### src/sv/thpe_pkg.sv
`timescale 1ns / 1ps
// Shared types and constants for the track hit probability estimator.
// No dependencies; every other file imports this package.
package thpe_pkg;

    // scan window length
    localparam int WINDOW = 40;

    // internal count and pointer widths
    localparam int CNT_W  = $clog2(WINDOW + 1);
    localparam int SLOT_W = $clog2(WINDOW);

    // field widths of the ports
    localparam int OUT_CNT_W = 6;
    localparam int PROB_W    = 16;
    localparam int MISS_W    = 4;
    localparam int MINEXP_W  = 6;
    localparam int CFG_D_W   = 6;

    // Q1.15 scaling: dividend is hits shifted left by FRAC_W
    localparam int FRAC_W = 15;
    localparam int DIV_W  = CNT_W + FRAC_W;
    localparam int STEP_W = $clog2(DIV_W);

    // width for comparing a count with min_expected
    localparam int CMP_W = (CNT_W > MINEXP_W) ? CNT_W : MINEXP_W;

    // configuration register indexes
    typedef enum logic [0:0] {
        CFG_MISS_LIMIT   = 1'b0,
        CFG_MIN_EXPECTED = 1'b1
    } t_cfg_idx;

    // sequencer states
    typedef enum logic [2:0] {
        S_IDLE,
        S_UPD,
        S_DIV_P,
        S_WAIT_P,
        S_DIV_S,
        S_WAIT_S,
        S_LOAD
    } t_state;

    // channel status seen by the sequencer
    typedef struct packed {
        logic [CNT_W-1:0] hits;
        logic [CNT_W-1:0] expect_cnt;
        logic             tracking;
    } t_chan_stat;

endpackage

### src/sv/thpe_if.sv
`timescale 1ns / 1ps
// Valid/ready channel interfaces: scan input, result output, config write.
// Depends on thpe_pkg for field widths.

interface thpe_in_if import thpe_pkg::*; ();
    logic valid;
    logic ready;
    logic primary_hit;
    logic secondary_hit;

    modport source (output valid, primary_hit, secondary_hit, input ready);
    modport sink   (input valid, primary_hit, secondary_hit, output ready);
endinterface

interface thpe_out_if import thpe_pkg::*; ();
    logic                 valid;
    logic                 ready;
    logic [OUT_CNT_W-1:0] primary_hits;
    logic [OUT_CNT_W-1:0] primary_expected;
    logic [PROB_W-1:0]    primary_prob;
    logic                 primary_valid;
    logic [OUT_CNT_W-1:0] secondary_hits;
    logic [OUT_CNT_W-1:0] secondary_expected;
    logic [PROB_W-1:0]    secondary_prob;
    logic                 secondary_valid;

    modport source (output valid, primary_hits, primary_expected, primary_prob,
                    primary_valid, secondary_hits, secondary_expected,
                    secondary_prob, secondary_valid, input ready);
    modport sink   (input valid, primary_hits, primary_expected, primary_prob,
                    primary_valid, secondary_hits, secondary_expected,
                    secondary_prob, secondary_valid, output ready);
endinterface

interface thpe_cfg_if import thpe_pkg::*; ();
    logic               valid;
    logic               ready;
    logic [0:0]         index;
    logic [CFG_D_W-1:0] data;

    modport source (output valid, index, data, input ready);
    modport sink   (input valid, index, data, output ready);
endinterface

### src/sv/thpe_chan.sv
`timescale 1ns / 1ps
// One channel: hit window ring, counts, miss run and tracking flag.
// Depends on thpe_pkg.
module thpe_chan import thpe_pkg::*; (
    input  logic              i_clk,
    input  logic              i_rst_n,
    input  logic [MISS_W-1:0] i_miss_limit,
    input  logic              i_rd,
    input  logic              i_upd,
    input  logic              i_hit,
    output t_chan_stat        o_stat
);

    // window ring memory, with a valid flag per entry so unwritten bits read as zero
    logic r_win [WINDOW];
    logic r_wv  [WINDOW];
    logic r_old;

    logic [SLOT_W-1:0] r_slot, n_slot;
    logic [CNT_W-1:0]  r_hits, n_hits;
    logic [CNT_W-1:0]  r_exp, n_exp;
    logic [MISS_W-1:0] r_miss, n_miss;
    logic              r_trk, n_trk;

    logic              full;
    logic [CNT_W-1:0]  hits1;
    logic [CNT_W-1:0]  exp1;

    // read the slot that may drop out of the window
    always_ff @(posedge i_clk) begin
        if (i_rd) begin
            r_old <= r_win[r_slot] & r_wv[r_slot];
        end
    end

    // write the new hit bit
    always_ff @(posedge i_clk) begin
        if (i_upd) begin
            r_win[r_slot] <= i_hit;
        end
    end

    always_ff @(posedge i_clk) begin
        if (!i_rst_n) begin
            for (int k = 0; k < WINDOW; k++) begin
                r_wv[k] <= 1'b0;
            end
        end else if (i_upd) begin
            r_wv[r_slot] <= 1'b1;
        end
    end

    // scan update
    always_comb begin
        full  = (r_exp == CNT_W'(WINDOW));
        exp1  = full ? CNT_W'(WINDOW - 1) : r_exp;
        hits1 = (full && r_old && (r_hits != '0)) ? r_hits - CNT_W'(1) : r_hits;

        n_slot = (r_slot == SLOT_W'(WINDOW - 1)) ? '0 : r_slot + SLOT_W'(1);
        n_hits = hits1;
        n_exp  = exp1;
        n_miss = r_miss;
        n_trk  = r_trk;

        if (i_hit) begin
            n_miss = '0;
            if (r_trk) begin
                n_hits = hits1 + CNT_W'(1);
                n_exp  = exp1 + CNT_W'(1);
            end else begin
                n_hits = CNT_W'(1);
                n_exp  = CNT_W'(1);
                n_trk  = 1'b1;
            end
        end else if (r_trk) begin
            if (r_miss == i_miss_limit) begin
                // too many misses: drop the track, window bits stay
                n_miss = '0;
                n_hits = '0;
                n_exp  = '0;
                n_trk  = 1'b0;
                n_slot = '0;
            end else begin
                n_miss = r_miss + MISS_W'(1);
                n_exp  = exp1 + CNT_W'(1);
            end
        end
    end

    always_ff @(posedge i_clk) begin
        if (!i_rst_n) begin
            r_slot <= '0;
            r_hits <= '0;
            r_exp  <= '0;
            r_miss <= '0;
            r_trk  <= 1'b0;
        end else if (i_upd) begin
            r_slot <= n_slot;
            r_hits <= n_hits;
            r_exp  <= n_exp;
            r_miss <= n_miss;
            r_trk  <= n_trk;
        end
    end

    assign o_stat.hits       = r_hits;
    assign o_stat.expect_cnt = r_exp;
    assign o_stat.tracking   = r_trk;

endmodule

### src/sv/thpe_div.sv
`timescale 1ns / 1ps
// Restoring divider, one quotient bit per cycle: (hits << 15) / expected.
// Depends on thpe_pkg.
module thpe_div import thpe_pkg::*; (
    input  logic              i_clk,
    input  logic              i_rst_n,
    input  logic              i_start,
    input  logic [CNT_W-1:0]  i_dividend,
    input  logic [CNT_W-1:0]  i_divisor,
    output logic              o_done,
    output logic [PROB_W-1:0] o_quot
);

    logic              r_busy;
    logic              r_done;
    logic [STEP_W-1:0] r_cnt;
    logic [CNT_W-1:0]  r_rem;
    logic [CNT_W-1:0]  r_div;
    logic [DIV_W-1:0]  r_q;
    logic              r_zero;

    logic [CNT_W:0]    trial;
    logic              ge;
    logic [CNT_W:0]    diff;

    // one restoring step
    always_comb begin
        trial = {r_rem, r_q[DIV_W-1]};
        ge    = (trial >= {1'b0, r_div});
        diff  = trial - {1'b0, r_div};
    end

    // control
    always_ff @(posedge i_clk) begin
        if (!i_rst_n) begin
            r_busy <= 1'b0;
            r_done <= 1'b0;
            r_cnt  <= '0;
        end else begin
            r_done <= 1'b0;
            if (i_start) begin
                r_busy <= 1'b1;
                r_cnt  <= STEP_W'(DIV_W - 1);
            end else if (r_busy) begin
                r_cnt <= r_cnt - STEP_W'(1);
                if (r_cnt == '0) begin
                    r_busy <= 1'b0;
                    r_done <= 1'b1;
                end
            end
        end
    end

    // datapath: dividend bits shift out as quotient bits shift in
    always_ff @(posedge i_clk) begin
        if (i_start) begin
            r_q    <= {i_dividend, FRAC_W'(0)};
            r_rem  <= '0;
            r_div  <= i_divisor;
            r_zero <= (i_divisor == '0);
        end else if (r_busy) begin
            r_rem <= ge ? diff[CNT_W-1:0] : trial[CNT_W-1:0];
            r_q   <= {r_q[DIV_W-2:0], ge};
        end
    end

    // zero expected count reads as zero probability
    assign o_done = r_done;
    assign o_quot = r_zero ? '0 : r_q[PROB_W-1:0];

endmodule

### src/sv/track_hit_probability_estimator_unit.sv
`timescale 1ns / 1ps
// Top level: sequencer, config registers, output register, two channels, shared divider.
// Depends on thpe_pkg, thpe_if, thpe_chan, thpe_div.
//
//  channel  | dir | handshake             | payload
//  ---------+-----+-----------------------+-------------------------------------
//  i_in     | in  | valid/ready           | primary_hit, secondary_hit
//  o_out    | out | valid/ready           | hits, expected, prob, valid per channel
//  i_cfg    | in  | valid/ready (ready=1) | index (0 miss_limit, 1 min_expected), data
//
// An item goes from acceptance to result in these steps: the window ring is
// read as the item is accepted, both channels update, then the shared divider
// runs one quotient bit per cycle, primary then secondary.
// Input ready is high only while the sequencer is idle. A finished result sits
// in the output register and the next item may be accepted meanwhile; the
// sequencer holds its result until the register frees. Reset is synchronous
// and needs no clearing pass.
module track_hit_probability_estimator_unit import thpe_pkg::*; (
    input  logic          i_clk,
    input  logic          i_rst_n,
    thpe_in_if.sink       i_in,
    thpe_out_if.source    o_out,
    thpe_cfg_if.sink      i_cfg
);

    t_state r_state, n_state;

    logic                r_hit_p;
    logic                r_hit_s;
    logic [MISS_W-1:0]   r_miss_limit;
    logic [MINEXP_W-1:0] r_min_exp;
    logic [PROB_W-1:0]   r_prob_p;

    logic                in_acc;
    logic                upd;
    logic                div_start;
    logic [CNT_W-1:0]    div_dividend;
    logic [CNT_W-1:0]    div_divisor;
    logic                div_done;
    logic [PROB_W-1:0]   div_quot;
    logic                load;

    t_chan_stat          stat_p;
    t_chan_stat          stat_s;

    logic [CMP_W-1:0]    exp_p_x;
    logic [CMP_W-1:0]    exp_s_x;
    logic [CMP_W-1:0]    hits_p_x;
    logic [CMP_W-1:0]    hits_s_x;
    logic [CMP_W-1:0]    min_x;

    logic                r_o_valid;

    assign i_in.ready  = (r_state == S_IDLE);
    assign in_acc      = i_in.valid && i_in.ready;
    assign i_cfg.ready = 1'b1;

    // config registers
    always_ff @(posedge i_clk) begin
        if (!i_rst_n) begin
            r_miss_limit <= MISS_W'(10);
            r_min_exp    <= MINEXP_W'(10);
        end else if (i_cfg.valid && i_cfg.ready) begin
            case (t_cfg_idx'(i_cfg.index))
                CFG_MISS_LIMIT:   r_miss_limit <= i_cfg.data[MISS_W-1:0];
                CFG_MIN_EXPECTED: r_min_exp    <= i_cfg.data[MINEXP_W-1:0];
                default: ;
            endcase
        end
    end

    // latch the scan's hit flags
    always_ff @(posedge i_clk) begin
        if (in_acc) begin
            r_hit_p <= i_in.primary_hit;
            r_hit_s <= i_in.secondary_hit;
        end
    end

    thpe_chan u_chan_p (
        .i_clk        (i_clk),
        .i_rst_n      (i_rst_n),
        .i_miss_limit (r_miss_limit),
        .i_rd         (in_acc),
        .i_upd        (upd),
        .i_hit        (r_hit_p),
        .o_stat       (stat_p)
    );

    thpe_chan u_chan_s (
        .i_clk        (i_clk),
        .i_rst_n      (i_rst_n),
        .i_miss_limit (r_miss_limit),
        .i_rd         (in_acc),
        .i_upd        (upd),
        .i_hit        (r_hit_s),
        .o_stat       (stat_s)
    );

    thpe_div u_div (
        .i_clk      (i_clk),
        .i_rst_n    (i_rst_n),
        .i_start    (div_start),
        .i_dividend (div_dividend),
        .i_divisor  (div_divisor),
        .o_done     (div_done),
        .o_quot     (div_quot)
    );

    // state register
    always_ff @(posedge i_clk) begin
        if (!i_rst_n) begin
            r_state <= S_IDLE;
        end else begin
            r_state <= n_state;
        end
    end

    // sequencer
    always_comb begin
        n_state      = r_state;
        upd          = 1'b0;
        div_start    = 1'b0;
        div_dividend = stat_p.hits;
        div_divisor  = stat_p.expect_cnt;
        load         = 1'b0;
        case (r_state)
            S_IDLE: begin
                if (in_acc) n_state = S_UPD;
            end
            S_UPD: begin
                upd     = 1'b1;
                n_state = S_DIV_P;
            end
            S_DIV_P: begin
                div_start = 1'b1;
                n_state   = S_WAIT_P;
            end
            S_WAIT_P: begin
                if (div_done) n_state = S_DIV_S;
            end
            S_DIV_S: begin
                div_start    = 1'b1;
                div_dividend = stat_s.hits;
                div_divisor  = stat_s.expect_cnt;
                n_state      = S_WAIT_S;
            end
            S_WAIT_S: begin
                if (div_done) n_state = S_LOAD;
            end
            S_LOAD: begin
                if (!r_o_valid || o_out.ready) begin
                    load    = 1'b1;
                    n_state = S_IDLE;
                end
            end
            default: n_state = S_IDLE;
        endcase
    end

    // keep the primary quotient while the secondary one is worked out
    always_ff @(posedge i_clk) begin
        if (r_state == S_WAIT_P && div_done) begin
            r_prob_p <= div_quot;
        end
    end

    assign exp_p_x  = CMP_W'(stat_p.expect_cnt);
    assign exp_s_x  = CMP_W'(stat_s.expect_cnt);
    assign hits_p_x = CMP_W'(stat_p.hits);
    assign hits_s_x = CMP_W'(stat_s.hits);
    assign min_x    = CMP_W'(r_min_exp);

    // output register
    always_ff @(posedge i_clk) begin
        if (!i_rst_n) begin
            r_o_valid <= 1'b0;
        end else if (load) begin
            r_o_valid <= 1'b1;
        end else if (o_out.ready) begin
            r_o_valid <= 1'b0;
        end
    end

    always_ff @(posedge i_clk) begin
        if (load) begin
            o_out.primary_hits       <= hits_p_x[OUT_CNT_W-1:0];
            o_out.primary_expected   <= exp_p_x[OUT_CNT_W-1:0];
            o_out.primary_prob       <= r_prob_p;
            o_out.primary_valid      <= stat_p.tracking && (exp_p_x >= min_x);
            o_out.secondary_hits     <= hits_s_x[OUT_CNT_W-1:0];
            o_out.secondary_expected <= exp_s_x[OUT_CNT_W-1:0];
            o_out.secondary_prob     <= div_quot;
            o_out.secondary_valid    <= stat_s.tracking && (exp_s_x >= min_x);
        end
    end

    assign o_out.valid = r_o_valid;

endmodule
### src/flat_wrapper.sv
// flat-port wrapper written by rule: the top's interface ports become plain ports
module track_hit_probability_estimator_unit_flat import thpe_pkg::*;
  (i_clk, i_rst_n, i_in_valid, i_in_primary_hit, i_in_secondary_hit, i_in_ready, o_out_valid, o_out_primary_hits, o_out_primary_expected, o_out_primary_prob, o_out_primary_valid, o_out_secondary_hits, o_out_secondary_expected, o_out_secondary_prob, o_out_secondary_valid, o_out_ready, i_cfg_valid, i_cfg_index, i_cfg_data, i_cfg_ready);
  thpe_in_if i_in_i ();
  thpe_out_if o_out_i ();
  thpe_cfg_if i_cfg_i ();
  input  logic i_clk;
  input  logic i_rst_n;
  input wire logic [$bits(i_in_i.valid)-1:0] i_in_valid;
  input wire logic [$bits(i_in_i.primary_hit)-1:0] i_in_primary_hit;
  input wire logic [$bits(i_in_i.secondary_hit)-1:0] i_in_secondary_hit;
  output wire logic [$bits(i_in_i.ready)-1:0] i_in_ready;
  output wire logic [$bits(o_out_i.valid)-1:0] o_out_valid;
  output wire logic [$bits(o_out_i.primary_hits)-1:0] o_out_primary_hits;
  output wire logic [$bits(o_out_i.primary_expected)-1:0] o_out_primary_expected;
  output wire logic [$bits(o_out_i.primary_prob)-1:0] o_out_primary_prob;
  output wire logic [$bits(o_out_i.primary_valid)-1:0] o_out_primary_valid;
  output wire logic [$bits(o_out_i.secondary_hits)-1:0] o_out_secondary_hits;
  output wire logic [$bits(o_out_i.secondary_expected)-1:0] o_out_secondary_expected;
  output wire logic [$bits(o_out_i.secondary_prob)-1:0] o_out_secondary_prob;
  output wire logic [$bits(o_out_i.secondary_valid)-1:0] o_out_secondary_valid;
  input wire logic [$bits(o_out_i.ready)-1:0] o_out_ready;
  input wire logic [$bits(i_cfg_i.valid)-1:0] i_cfg_valid;
  input wire logic [$bits(i_cfg_i.index)-1:0] i_cfg_index;
  input wire logic [$bits(i_cfg_i.data)-1:0] i_cfg_data;
  output wire logic [$bits(i_cfg_i.ready)-1:0] i_cfg_ready;
  assign i_in_i.valid = i_in_valid;
  assign i_in_i.primary_hit = i_in_primary_hit;
  assign i_in_i.secondary_hit = i_in_secondary_hit;
  assign i_in_ready = i_in_i.ready;
  assign o_out_valid = o_out_i.valid;
  assign o_out_primary_hits = o_out_i.primary_hits;
  assign o_out_primary_expected = o_out_i.primary_expected;
  assign o_out_primary_prob = o_out_i.primary_prob;
  assign o_out_primary_valid = o_out_i.primary_valid;
  assign o_out_secondary_hits = o_out_i.secondary_hits;
  assign o_out_secondary_expected = o_out_i.secondary_expected;
  assign o_out_secondary_prob = o_out_i.secondary_prob;
  assign o_out_secondary_valid = o_out_i.secondary_valid;
  assign o_out_i.ready = o_out_ready;
  assign i_cfg_i.valid = i_cfg_valid;
  assign i_cfg_i.index = i_cfg_index;
  assign i_cfg_i.data = i_cfg_data;
  assign i_cfg_ready = i_cfg_i.ready;
  track_hit_probability_estimator_unit u_core (.i_clk(i_clk), .i_rst_n(i_rst_n), .i_in(i_in_i), .o_out(o_out_i), .i_cfg(i_cfg_i));
endmodule
### config.mk
export PLATFORM = sky130hd
export DESIGN_NAME = track_hit_probability_estimator_unit_flat
export DESIGN_NICKNAME = d
export VERILOG_FILES = /design/src/sv/thpe_pkg.sv /design/src/sv/thpe_if.sv /design/src/sv/thpe_chan.sv /design/src/sv/thpe_div.sv /design/src/sv/track_hit_probability_estimator_unit.sv /design/src/flat_wrapper.sv
export SDC_FILE = /design/constraint.sdc
export NUM_CORES = 1
export LEC_CHECK = 0
export ABC_AREA = 0
export BUFFER_PORTS_ARGS = -buffer_cell sky130_fd_sc_hd__buf_4
export CORE_MARGIN = 2
export CORE_UTILIZATION = 60
export CTS_CLUSTER_SIZE = 24
export DETAILED_ROUTE_END_ITERATION = 6
export PLACE_DENSITY = 0.78
export SLEW_MARGIN = 20
export SYNTH_ARGS = -nofsm -noshare
export SYNTH_HDL_FRONTEND = slang
export SYNTH_HIERARCHICAL = 1
export SYNTH_SLANG_ARGS = --single-unit
### constraint.sdc
create_clock -name i_clk -period 4.6 [get_ports i_clk]
set_input_delay 0.69 -clock i_clk [delete_from_list [all_inputs] [get_ports i_clk]]
set_output_delay 0.69 -clock i_clk [all_outputs]
set_load 0.02 [all_outputs]
==> reports/qor.txt, run 1 <==
layout cell share with drive strength beyond 1 -> 12.1%
IO Pins -> 75
fin cells -> 2088
final antenna-violating net count -> 0
Worst Hold Class -> input port to flip-flop
DR vias/cell -> 5.95
outcome -> completed
Mapped Area -> 0.0171 mm²
number of synthesized flops with an enable pin -> 171
max cap viols -> 0
clk buf depth -> 3
Crit Path Max Fanout -> 14
Placeable Area -> 0.0279 mm²
Max VDD drop -> 0.292 mV
crit end category -> flip-flop
GPL Wtd Cong -> 0.887
Worst EP arrival -> 3.57 ns
Async SR Flop Fraction -> 0%
largest net degree at the start of global routing -> 54
worst r2r path cells -> 10
sequential fraction of the synthesis area -> 56.8%
final WL -> 38100 µm
flops & latches, synth -> 399
clock root cell -> clkbuf_16
Setup TNS -> 0 ns
vias in the first global route -> 12000
Post-Synthesis Cells -> 1643
Area Growth Syn to Fin -> 11.7%
Initial Util -> 61.3%
Final Core Density -> 68.4%
Synth area leaders -> edfxtp_1 (30%), dfxtp_1 (27%), nor2_1 (7.2%)
gr usage total -> 25.1%
Fin. Hold Viols -> 0
Max H-tree Level -> 2
Die Span Y -> 173 µm
wire per inst -> 18.3 µm
Startpoint Class -> flip-flop
clk sinks -> 399
final setup vio count -> 0
Distinct cells, synth -> 87
top post-synthesis cells by count -> nor2_1 (326), dfxtp_1 (228), edfxtp_1 (171)
share of the synthesized area in the top cell type -> 30.1%
HPWL Detailed -> 25100 µm
leading area contributor after synthesis -> edfxtp_1
DR DRC count -> 0
DIE AREA -> 0.0298 mm²
min Tclk post-route -> 3.12 ns
vias -> 12400
grt total ovfl -> 0
average cell area after synthesis -> 10.4 µm²
# rows -> 61
initial antenna violation count -> 0
Max Fclk -> 0.321 GHz
antenna cell count -> 0
placed insts -> 2013
Req. time, crit path -> 5.06 ns
post-CTS setup buffer count -> 0
number of detailed-route iterations in the first pass -> 5
CTS tree -> done
port buffer count -> 73
global-route wire length before repair -> 61600 µm
syn_nets -> 1690
CTS Hold Bufs -> 0
most numerous cell in the Yosys netlist -> nor2_1
leak pwr -> 6.86 nW
nets -> 1725
Tightest Pin Transition -> 1.09 ns
Final Skew -> 0.0165 ns
critical path type -> flip-flop to flip-flop
final period utilization -> 67.7%
relative slew slack -> 26.9%
RSZ-0062 raised after global routing -> false
Primary FF master, synth -> dfxtp_1
clock latency on the worst-skew pair -> 0.53 ns
fin. max-slew vios -> 0
die width -> 173 µm
yosys warns -> 6
Pwr per Cell Area -> 404 mW/mm²
post_cts resized -> 0
Worst-path clk slew -> 0.07 ns
Hold Path Depth -> 1
Starting DRT DRC Count -> 999
TritonCTS Buffers -> 41
[flip-flops by register name (all words and copies together) (netlist names), 16 cells and up, named ones only]
name	cells
u_core/u_chan_p/r_wv	64
u_core/u_chan_s/r_wv	64
u_core/u_chan_p/r_win	40
u_core/u_chan_s/r_win	40
u_core/u_div/r_q	21
u_core/o_out.primary_prob	16
u_core/o_out.secondary_prob	16
u_core/r_prob_p	16
[stage by stage]
stage          instance area, µm²  worst slack, ns  hold slack, ns  total power (W)
6_report                    19100             1.48           0.334          0.00771
5_1_grt                     19100             1.27           0.314          0.00796
4_1_cts                     19100             1.53           0.315          0.00775
3_5_place_dp                17800             1.55           0.406          0.00461
3_3_place_gp                17800             1.60           0.401          0.00458
2_1_floorplan               17100            0.726           0.400          0.00445
[layer usage]
| metal | GRT usage [%] | wire length, µm | part of all wire, % | vias up |
|---|---|---|---|---|
| li1 | - | - | - | 5916 |
| met1 | 33.3 | 16300 | 43 | 5965 |
| met2 | 42.1 | 18400 | 48 | 448 |
| met3 | 3.69 | 2270 | 6.0 | 85 |
| met4 | 9.40 | 1100 | 2.9 | 0 |
| met5 | 0 | 0 | 0 | - |
[cell families after synthesis]
group / synth area share (%)
AND/OR/NAND/NOR: 18.7
adder cells (fa/ha/maj): 2.46
AO/OA/AOI/OAI: 11.5
other: 0.0220
buffers and inverters: 3.38
flip-flops: 56.8
XOR/XNOR: 2.05
multiplexers: 4.99
[final timing paths]
check,from,to,slack (ns)
setup / recovery,u_core/u_chan_p/r_exp[3]$_SDFFE_PN0P_,u_core/u_chan_p/r_hits[4]$_SDFFE_PN0P_,1.48
hold / removal,i_in_secondary_hit,u_core/r_hit_s$_DFFE_PP_,0.33
setup reg to reg,u_core/u_chan_p/r_exp[3]$_SDFFE_PN0P_,u_core/u_chan_p/r_hits[4]$_SDFFE_PN0P_,1.48
hold reg to reg,u_core/r_prob_p[10]$_DFFE_PP_,u_core/o_out.primary_prob[10]$_DFFE_PP_,0.42
[where the power goes]
group	leakage [nW]	switching [W]	internal, W
clock network	0.634	0.00132	0.00184
registers	3.40	0.000120	0.00377
logic	2.82	0.000395	0.000260
total	6.86	0.00184	0.00587
[worst max-delay path, cell delays in order (launching register included)]
cell and delay [ns]:
dfxtp_1 0.44, or4b_4 0.54, a311oi_4 0.66, nor2_1 0.08
a21oi_1 0.19, ha_1 0.22, nor2b_1 0.13, and4_1 0.22
nor2_1 0.04, or3_1 0.33, a31oi_1 0.17
[placed cells by master, fill, tap and decap left out, types with 28 or more instances in the layout]
master,count
nor2_1,325
dfxtp_1,228
edfxtp_1,171
nand2_1,115
buf_4,85
nand3_1,69
a21oi_1,51
mux2i_1,46
o21ai_0,45
clkbuf_16,42
nor2b_1,38
inv_1,37
ha_1,32
nor3_1,28
[area by class of cell]
cell class,instances,area [µm²]
multi-input cells,1110,6810
well taps,378,473
clock buffers,62,1190
clock inverters,13,96.3
fillers,2047,8800
repair buffers,85,638
inverters,41,154
flip-flops and latches,399,9700
Power figures use the tool's default switching activity.
==> inputs of run 2 (changes only) <==
CORE_UTILIZATION = 55   (was 60)
PLACE_DENSITY = 0.75   (was 0.78)
clock period = 2.6 ns   (was 4.6 ns; I/O delays follow)
==> run 2 against run 1 <==
  * Utilization shrank 4.3 points
  * Sequential power is 75% higher
  * Clock-buffer cell count down 13
  * First-iteration DRC count increased by 5.6%
  * Critical path depth stayed put
  * Design area grew 3.0%
  * Die area increased by 8.9%
  * Register-to-register slack worse by 1.4 ns
  * Non-clock buffer count up 59
  * Clock skew rose by 0.0028 ns
  * Hold slack lost 0.29 ns
  * Power rose by 81%
  * Critical path type unchanged
==> reports/qor.txt, run 2 (synthesis results as in run 1) <==
Tightest Pin Transition -> 0.782 ns
Initial Util -> 55.8%
Worst-path clk slew -> 0.06 ns
reg-to-reg startpoint -> u_core/u_chan_p/r_exp[2]$_SDFFE_PN0P_
most crowded layer after global routing -> met2
GR Util met2 -> 40.2%
number of detailed-route iterations in the first pass -> 6
met1 Usage GRT -> 30.5%
most frequent cells in the layout -> nor2_1 (325), dfxtp_1 (226), edfxtp_1 (171)
Worst setup endpoint -> u_core/u_chan_p/r_hits[4]$_SDFFE_PN0P_
Final Skew -> 0.0192 ns
Placeable Area -> 0.0306 mm²
gr usage total -> 23.5%
IO Pins -> 75
placed insts -> 2085
GPL Wtd Cong -> 0.895
die width -> 180 µm
Worst path slowest cell -> or4b_4
# rows -> 64
Startpoint Class -> flip-flop
DR vias/cell -> 5.83
relative slew slack -> 47.8%
Area Growth Syn to Fin -> 15.0%
critical-path cell list -> or4b_4 > a311oi_4 > nor2_1 > a21oi_2 > ha_2 > nor2b_1 > and4_1 > nor2_1 > or3_1 > a31oi_1
Worst Hold Class -> input port to flip-flop
# fillers -> 2364
nets -> 1783
worst r2r path cells -> 10
R2R Setup Slk -> 0.05 ns
vias in the first global route -> 12400
clock latency on the worst-skew pair -> 0.53 ns
initial antenna violation count -> 0
global-route wire length before repair -> 62700 µm
DIE AREA -> 0.0325 mm²
Worst R2R End -> u_core/u_chan_p/r_hits[4]$_SDFFE_PN0P_
vias -> 12600
Final Core Density -> 64.1%
Setup TNS -> 0 ns
final period utilization -> 98.2%
clk buf depth -> 3
max cap viols -> 0
top flop regs -> u_core/u_chan_p/r_wv (64), u_core/u_chan_s/r_wv (64)
crit-path max cell delay -> 0.55 ns
grt total ovfl -> 0
largest net degree at the start of global routing -> 59
global-route met3 utilization -> 3.92%
Fin. Hold Viols -> 0
RSZ-0062 raised after global routing -> true
fin. max-slew vios -> 0
DR DRC count -> 0
final antenna-violating net count -> 0
final setup vio count -> 0
fin cells -> 2162
clock root cell -> clkbuf_16
clk sinks -> 399
Max H-tree Level -> 2
TritonCTS Buffers -> 40
min Tclk post-route -> 2.55 ns
CTS tree -> done
final WL -> 38500 µm
CTS Hold Bufs -> 0
Req. time, crit path -> 3.06 ns
wire per inst -> 17.8 µm
commonest non-fill, non-tap cell in the layout -> nor2_1
leak pwr -> 7.21 nW
Pwr per Cell Area -> 709 mW/mm²
Max VDD drop -> 0.575 mV
HPWL Detailed -> 25900 µm
antenna cell count -> 0
Critical Path Source -> u_core/u_chan_p/r_exp[2]$_SDFFE_PN0P_
Die Span Y -> 180 µm
Worst EP arrival -> 3.01 ns
Max Fclk -> 0.392 GHz
port buffer count -> 73
crit end category -> flip-flop
layout cell share with drive strength beyond 1 -> 15.8%
Crit Path Max Fanout -> 4
critical path type -> flip-flop to flip-flop
Starting DRT DRC Count -> 1055
Most common cell on crit path -> nor2_1
WHS -> 0.0436 ns
outcome -> completed
[run 2: changes by cell type in the layout (fill, tap and decap cells not counted), sizes merged]
cell / before / now
clkinvlp: 0 / 1
clkbuf: 62 / 49
clkinv: 10 / 18
bufinv: 1 / 5
inv: 43 / 40
buf: 85 / 144
[run 2: what timing repair did]
item                       CTS  global route
resized for setup            1             1
setup endpoints to repair    1             2
buffers inserted             4             1
pin swaps                    2             3
[run 2: critical path: cells and delay by family (launching register included)]
| family | cells | cell delay, ns |
|---|---|---|
| AO/OA/AOI/OAI | 3 | 0.59 |
| adder cells (fa/ha/maj) | 1 | 0.20 |
| flip-flops | 1 | 0.32 |
| AND/OR/NAND/NOR | 6 | 1.37 |
[run 2: per-stage QoR]
stage	worst slack [ns]	total power, W	area [µm²]
2_1_floorplan	-0.0583	0.00788	17100
3_3_place_gp	0.0383	0.00819	18200
3_5_place_dp	0.0231	0.00822	18200
4_1_cts	0.0154	0.0140	19600
5_1_grt	-0.102	0.0144	19600
6_report	0.0470	0.0139	19600
[run 2: cell type report]
type	count	area, µm²	share of cell area, %
sequential	399	9700	49.4
multi-input combinational	1110	6820	34.7
timing repair buffer	144	1120	5.70
clock buffer	49	1070	5.48
tap	396	495	2.53
clock inverter	23	260	1.33
inverter	41	154	0.784
[run 2: worst min path at each step]
| stage | start | cells past startpoint | end | slack [ns] |
|---|---|---|---|---|
| 2_1_floorplan | u_core/r_prob_p[0]$_DFFE_PP_ | 0 | u_core/o_out.primary_prob[0]$_DFFE_PP_ | 0.40 |
| 3_3_place_gp | u_core/r_prob_p[3]$_DFFE_PP_ | 0 | u_core/o_out.primary_prob[3]$_DFFE_PP_ | 0.40 |
| 3_5_place_dp | u_core/r_prob_p[6]$_DFFE_PP_ | 0 | u_core/o_out.primary_prob[6]$_DFFE_PP_ | 0.40 |
| 4_1_cts | i_in_secondary_hit | 1 | u_core/r_hit_s$_DFFE_PP_ | 0.03 |
| 5_1_grt | i_in_secondary_hit | 1 | u_core/r_hit_s$_DFFE_PP_ | 0.03 |
| 6_report | i_in_secondary_hit | 1 | u_core/r_hit_s$_DFFE_PP_ | 0.04 |
[run 2: metal layers]
layer	wire (µm)	part of all wire, %
met5	0	0
met4	1070	2.8
met3	2490	6.5
met2	18600	48
met1	16300	42
[run 2: where the power goes]
| group | leakage (nW) | switching, W | internal [W] |
|---|---|---|---|
| clock network | 0.666 | 0.00234 | 0.00345 |
| registers | 3.40 | 0.000148 | 0.00667 |
| logic | 3.14 | 0.000787 | 0.000521 |
==> inputs of run 3 (changes only) <==
SETUP_SLACK_MARGIN = 0.3   (was unset)
==> run 3 against run 2 <==
  * The run now ends with setup timing left
  * Critical path depth is the same
  * Non-clock buffer count increased by 8
  * Worst setup slack got worse by 0.048 ns
  * Largest cell class unchanged
  * Combinational power is essentially flat
  * Clock skew increased by 0.014 ns
  * Clock power hardly changed
  * Critical endpoint unchanged
  * Sequential cell count did not move
  * Design area up 0.57%
  * Critical path type unchanged
==> reports/qor.txt, run 3 (synthesis results as in run 1) <==
failing checks -> setup timing
nets -> 1791
# rows -> 64
CTS tree -> done
die width -> 180 µm
final antenna-violating net count -> 0
layout cell share with drive strength beyond 1 -> 16.9%
min Tclk post-route -> 2.60 ns
vias -> 12700
TritonCTS Buffers -> 40
leak pwr -> 7.24 nW
crit end category -> flip-flop
Most common cell on crit path -> nor2_1
top flop regs -> u_core/u_chan_p/r_wv (64), u_core/u_chan_s/r_wv (64)
Startpoint Class -> flip-flop
Tightest Pin Transition -> 0.926 ns
clock root cell -> clkbuf_16
Worst-path clk slew -> 0.06 ns
Crit Path Max Fanout -> 4
gr usage total -> 23.5%
grt total ovfl -> 0
worst r2r path cells -> 10
Max Fclk -> 0.384 GHz
R2R Setup Slk -> -0.001 ns
reg-to-reg startpoint -> u_core/u_chan_p/r_exp[2]$_SDFFE_PN0P_
RSZ-0062 raised after global routing -> true
max cap viols -> 0
WHS -> 0.0393 ns
Worst Hold End -> u_core/r_hit_s$_DFFE_PP_
Final WS setup -> -0.00109 ns
DIE AREA -> 0.0325 mm²
Final Skew -> 0.0328 ns
Req. time, crit path -> 3.06 ns
outcome -> finished, violations left
clk sinks -> 399
port buffer count -> 73
initial antenna violation count -> 0
fin. max-slew vios -> 0
final WL -> 38900 µm
HPWL Detailed -> 26200 µm
CTS Hold Bufs -> 0
wire per inst -> 17.9 µm
Starting DRT DRC Count -> 1142
Worst R2R End -> u_core/u_chan_p/r_hits[4]$_SDFFE_PN0P_
clk buf depth -> 3
final period utilization -> 100%
Fin. Hold Viols -> 0
crit-path max cell delay -> 0.55 ns
Placeable Area -> 0.0306 mm²
largest net degree at the start of global routing -> 59
number of detailed-route iterations in the first pass -> 5
DR vias/cell -> 5.87
antenna cell count -> 0
vias in the first global route -> 12200
DR DRC count -> 0
final setup vio count -> 1
Max VDD drop -> 0.453 mV
commonest non-fill, non-tap cell in the layout -> nor2_1
Final Core Density -> 64.5%
Initial Util -> 55.8%
Pwr per Cell Area -> 705 mW/mm²
critical path type -> flip-flop to flip-flop
Worst path slowest cell -> or4b_4
dpl ws -> 0.0265 ns
global-route wire length before repair -> 62700 µm
IO Pins -> 75
Max H-tree Level -> 2
met1 WL -> 16500 µm
Hold Path Depth -> 1
Area Growth Syn to Fin -> 15.7%
clock latency on the worst-skew pair -> 0.54 ns
critical-path cell list -> or4b_4 > a311oi_4 > nor2_1 > a21oi_2 > ha_2 > nor2b_1 > and4_1 > nor2_1 > or3_1 > a31oi_1
relative slew slack -> 38.2%
highest routed layer -> met4
Critical Path Source -> u_core/u_chan_p/r_exp[2]$_SDFFE_PN0P_
metal2 WL -> 18800 µm
Worst EP arrival -> 3.06 ns
Worst Hold Class -> input port to flip-flop
Hold Startpoint -> i_in_secondary_hit
Die Span Y -> 180 µm
most frequent cells in the layout -> nor2_1 (323), dfxtp_1 (221), edfxtp_1 (171)
GPL Wtd Cong -> 0.899
Met3 Routed Length -> 2440 µm
[run 3: per-stage QoR]
| step | setup TNS [ns] | instances | area [µm²] | total power (W) |
|---|---|---|---|---|
| finish | -0.00109 | 2171 | 19700 | 0.0139 |
| global route | -0.113 | 2171 | 19700 | 0.0144 |
| CTS | 0 | 2169 | 19700 | 0.0140 |
| detailed placement | 0 | 2094 | 18300 | 0.00823 |
| global placement | 0 | 2094 | 18300 | 0.00820 |
| floorplan | -0.0583 | 1643 | 17100 | 0.00788 |
[run 3: worst max path at each step]
stage	to	slack (ns)
CTS	u_core/u_chan_p/r_hits[4]$_SDFFE_PN0P_	0.008
global route	u_core/u_chan_p/r_hits[4]$_SDFFE_PN0P_	-0.11
floorplan	u_core/u_chan_p/r_hits[4]$_SDFFE_PN0P_	-0.06
detailed placement	u_core/u_chan_p/r_hits[4]$_SDFFE_PN0P_	0.03
global placement	u_core/u_chan_p/r_hits[4]$_SDFFE_PN0P_	0.05
finish	u_core/u_chan_p/r_hits[4]$_SDFFE_PN0P_	-0.001
[run 3: final cells by class]
cell class	count	area, µm²
fill	2389	10900
sequential	399	9710
multi-input combinational	1110	6870
timing repair buffer	152	1190
clock buffer	56	1110
tap	396	495
clock inverter	17	199
inverter	41	154
[run 3: metal layers]
| layer | vias to the layer above | track usage (%) |
|---|---|---|
| met5 | - | 0 |
| met4 | 0 | 8.32 |
| li1 | 6047 | - |
| met3 | 94 | 3.60 |
| met1 | 6126 | 30.9 |
| met2 | 473 | 39.9 |
[run 3: critical path, delay by kind of cell, from the launching register on]
| family | cells | cell delay [ns] |
|---|---|---|
| AO/OA/AOI/OAI | 3 | 0.66 |
| AND/OR/NAND/NOR | 6 | 1.34 |
| adder cells (fa/ha/maj) | 1 | 0.22 |
| flip-flops | 1 | 0.32 |
[run 3: timing repair]
action	4_1_cts	5_1_grt
gates resized for setup	6	17
buffers inserted	2	2
pin swaps	0	7
setup endpoints to repair	14	91
[run 3: power by group]
part | total [W] | internal, W | switching, W
Sequential | 0.00684 | 0.00667 | 0.000171
Clock | 0.00576 | 0.00340 | 0.00236
Combinational | 0.00131 | 0.000529 | 0.000778
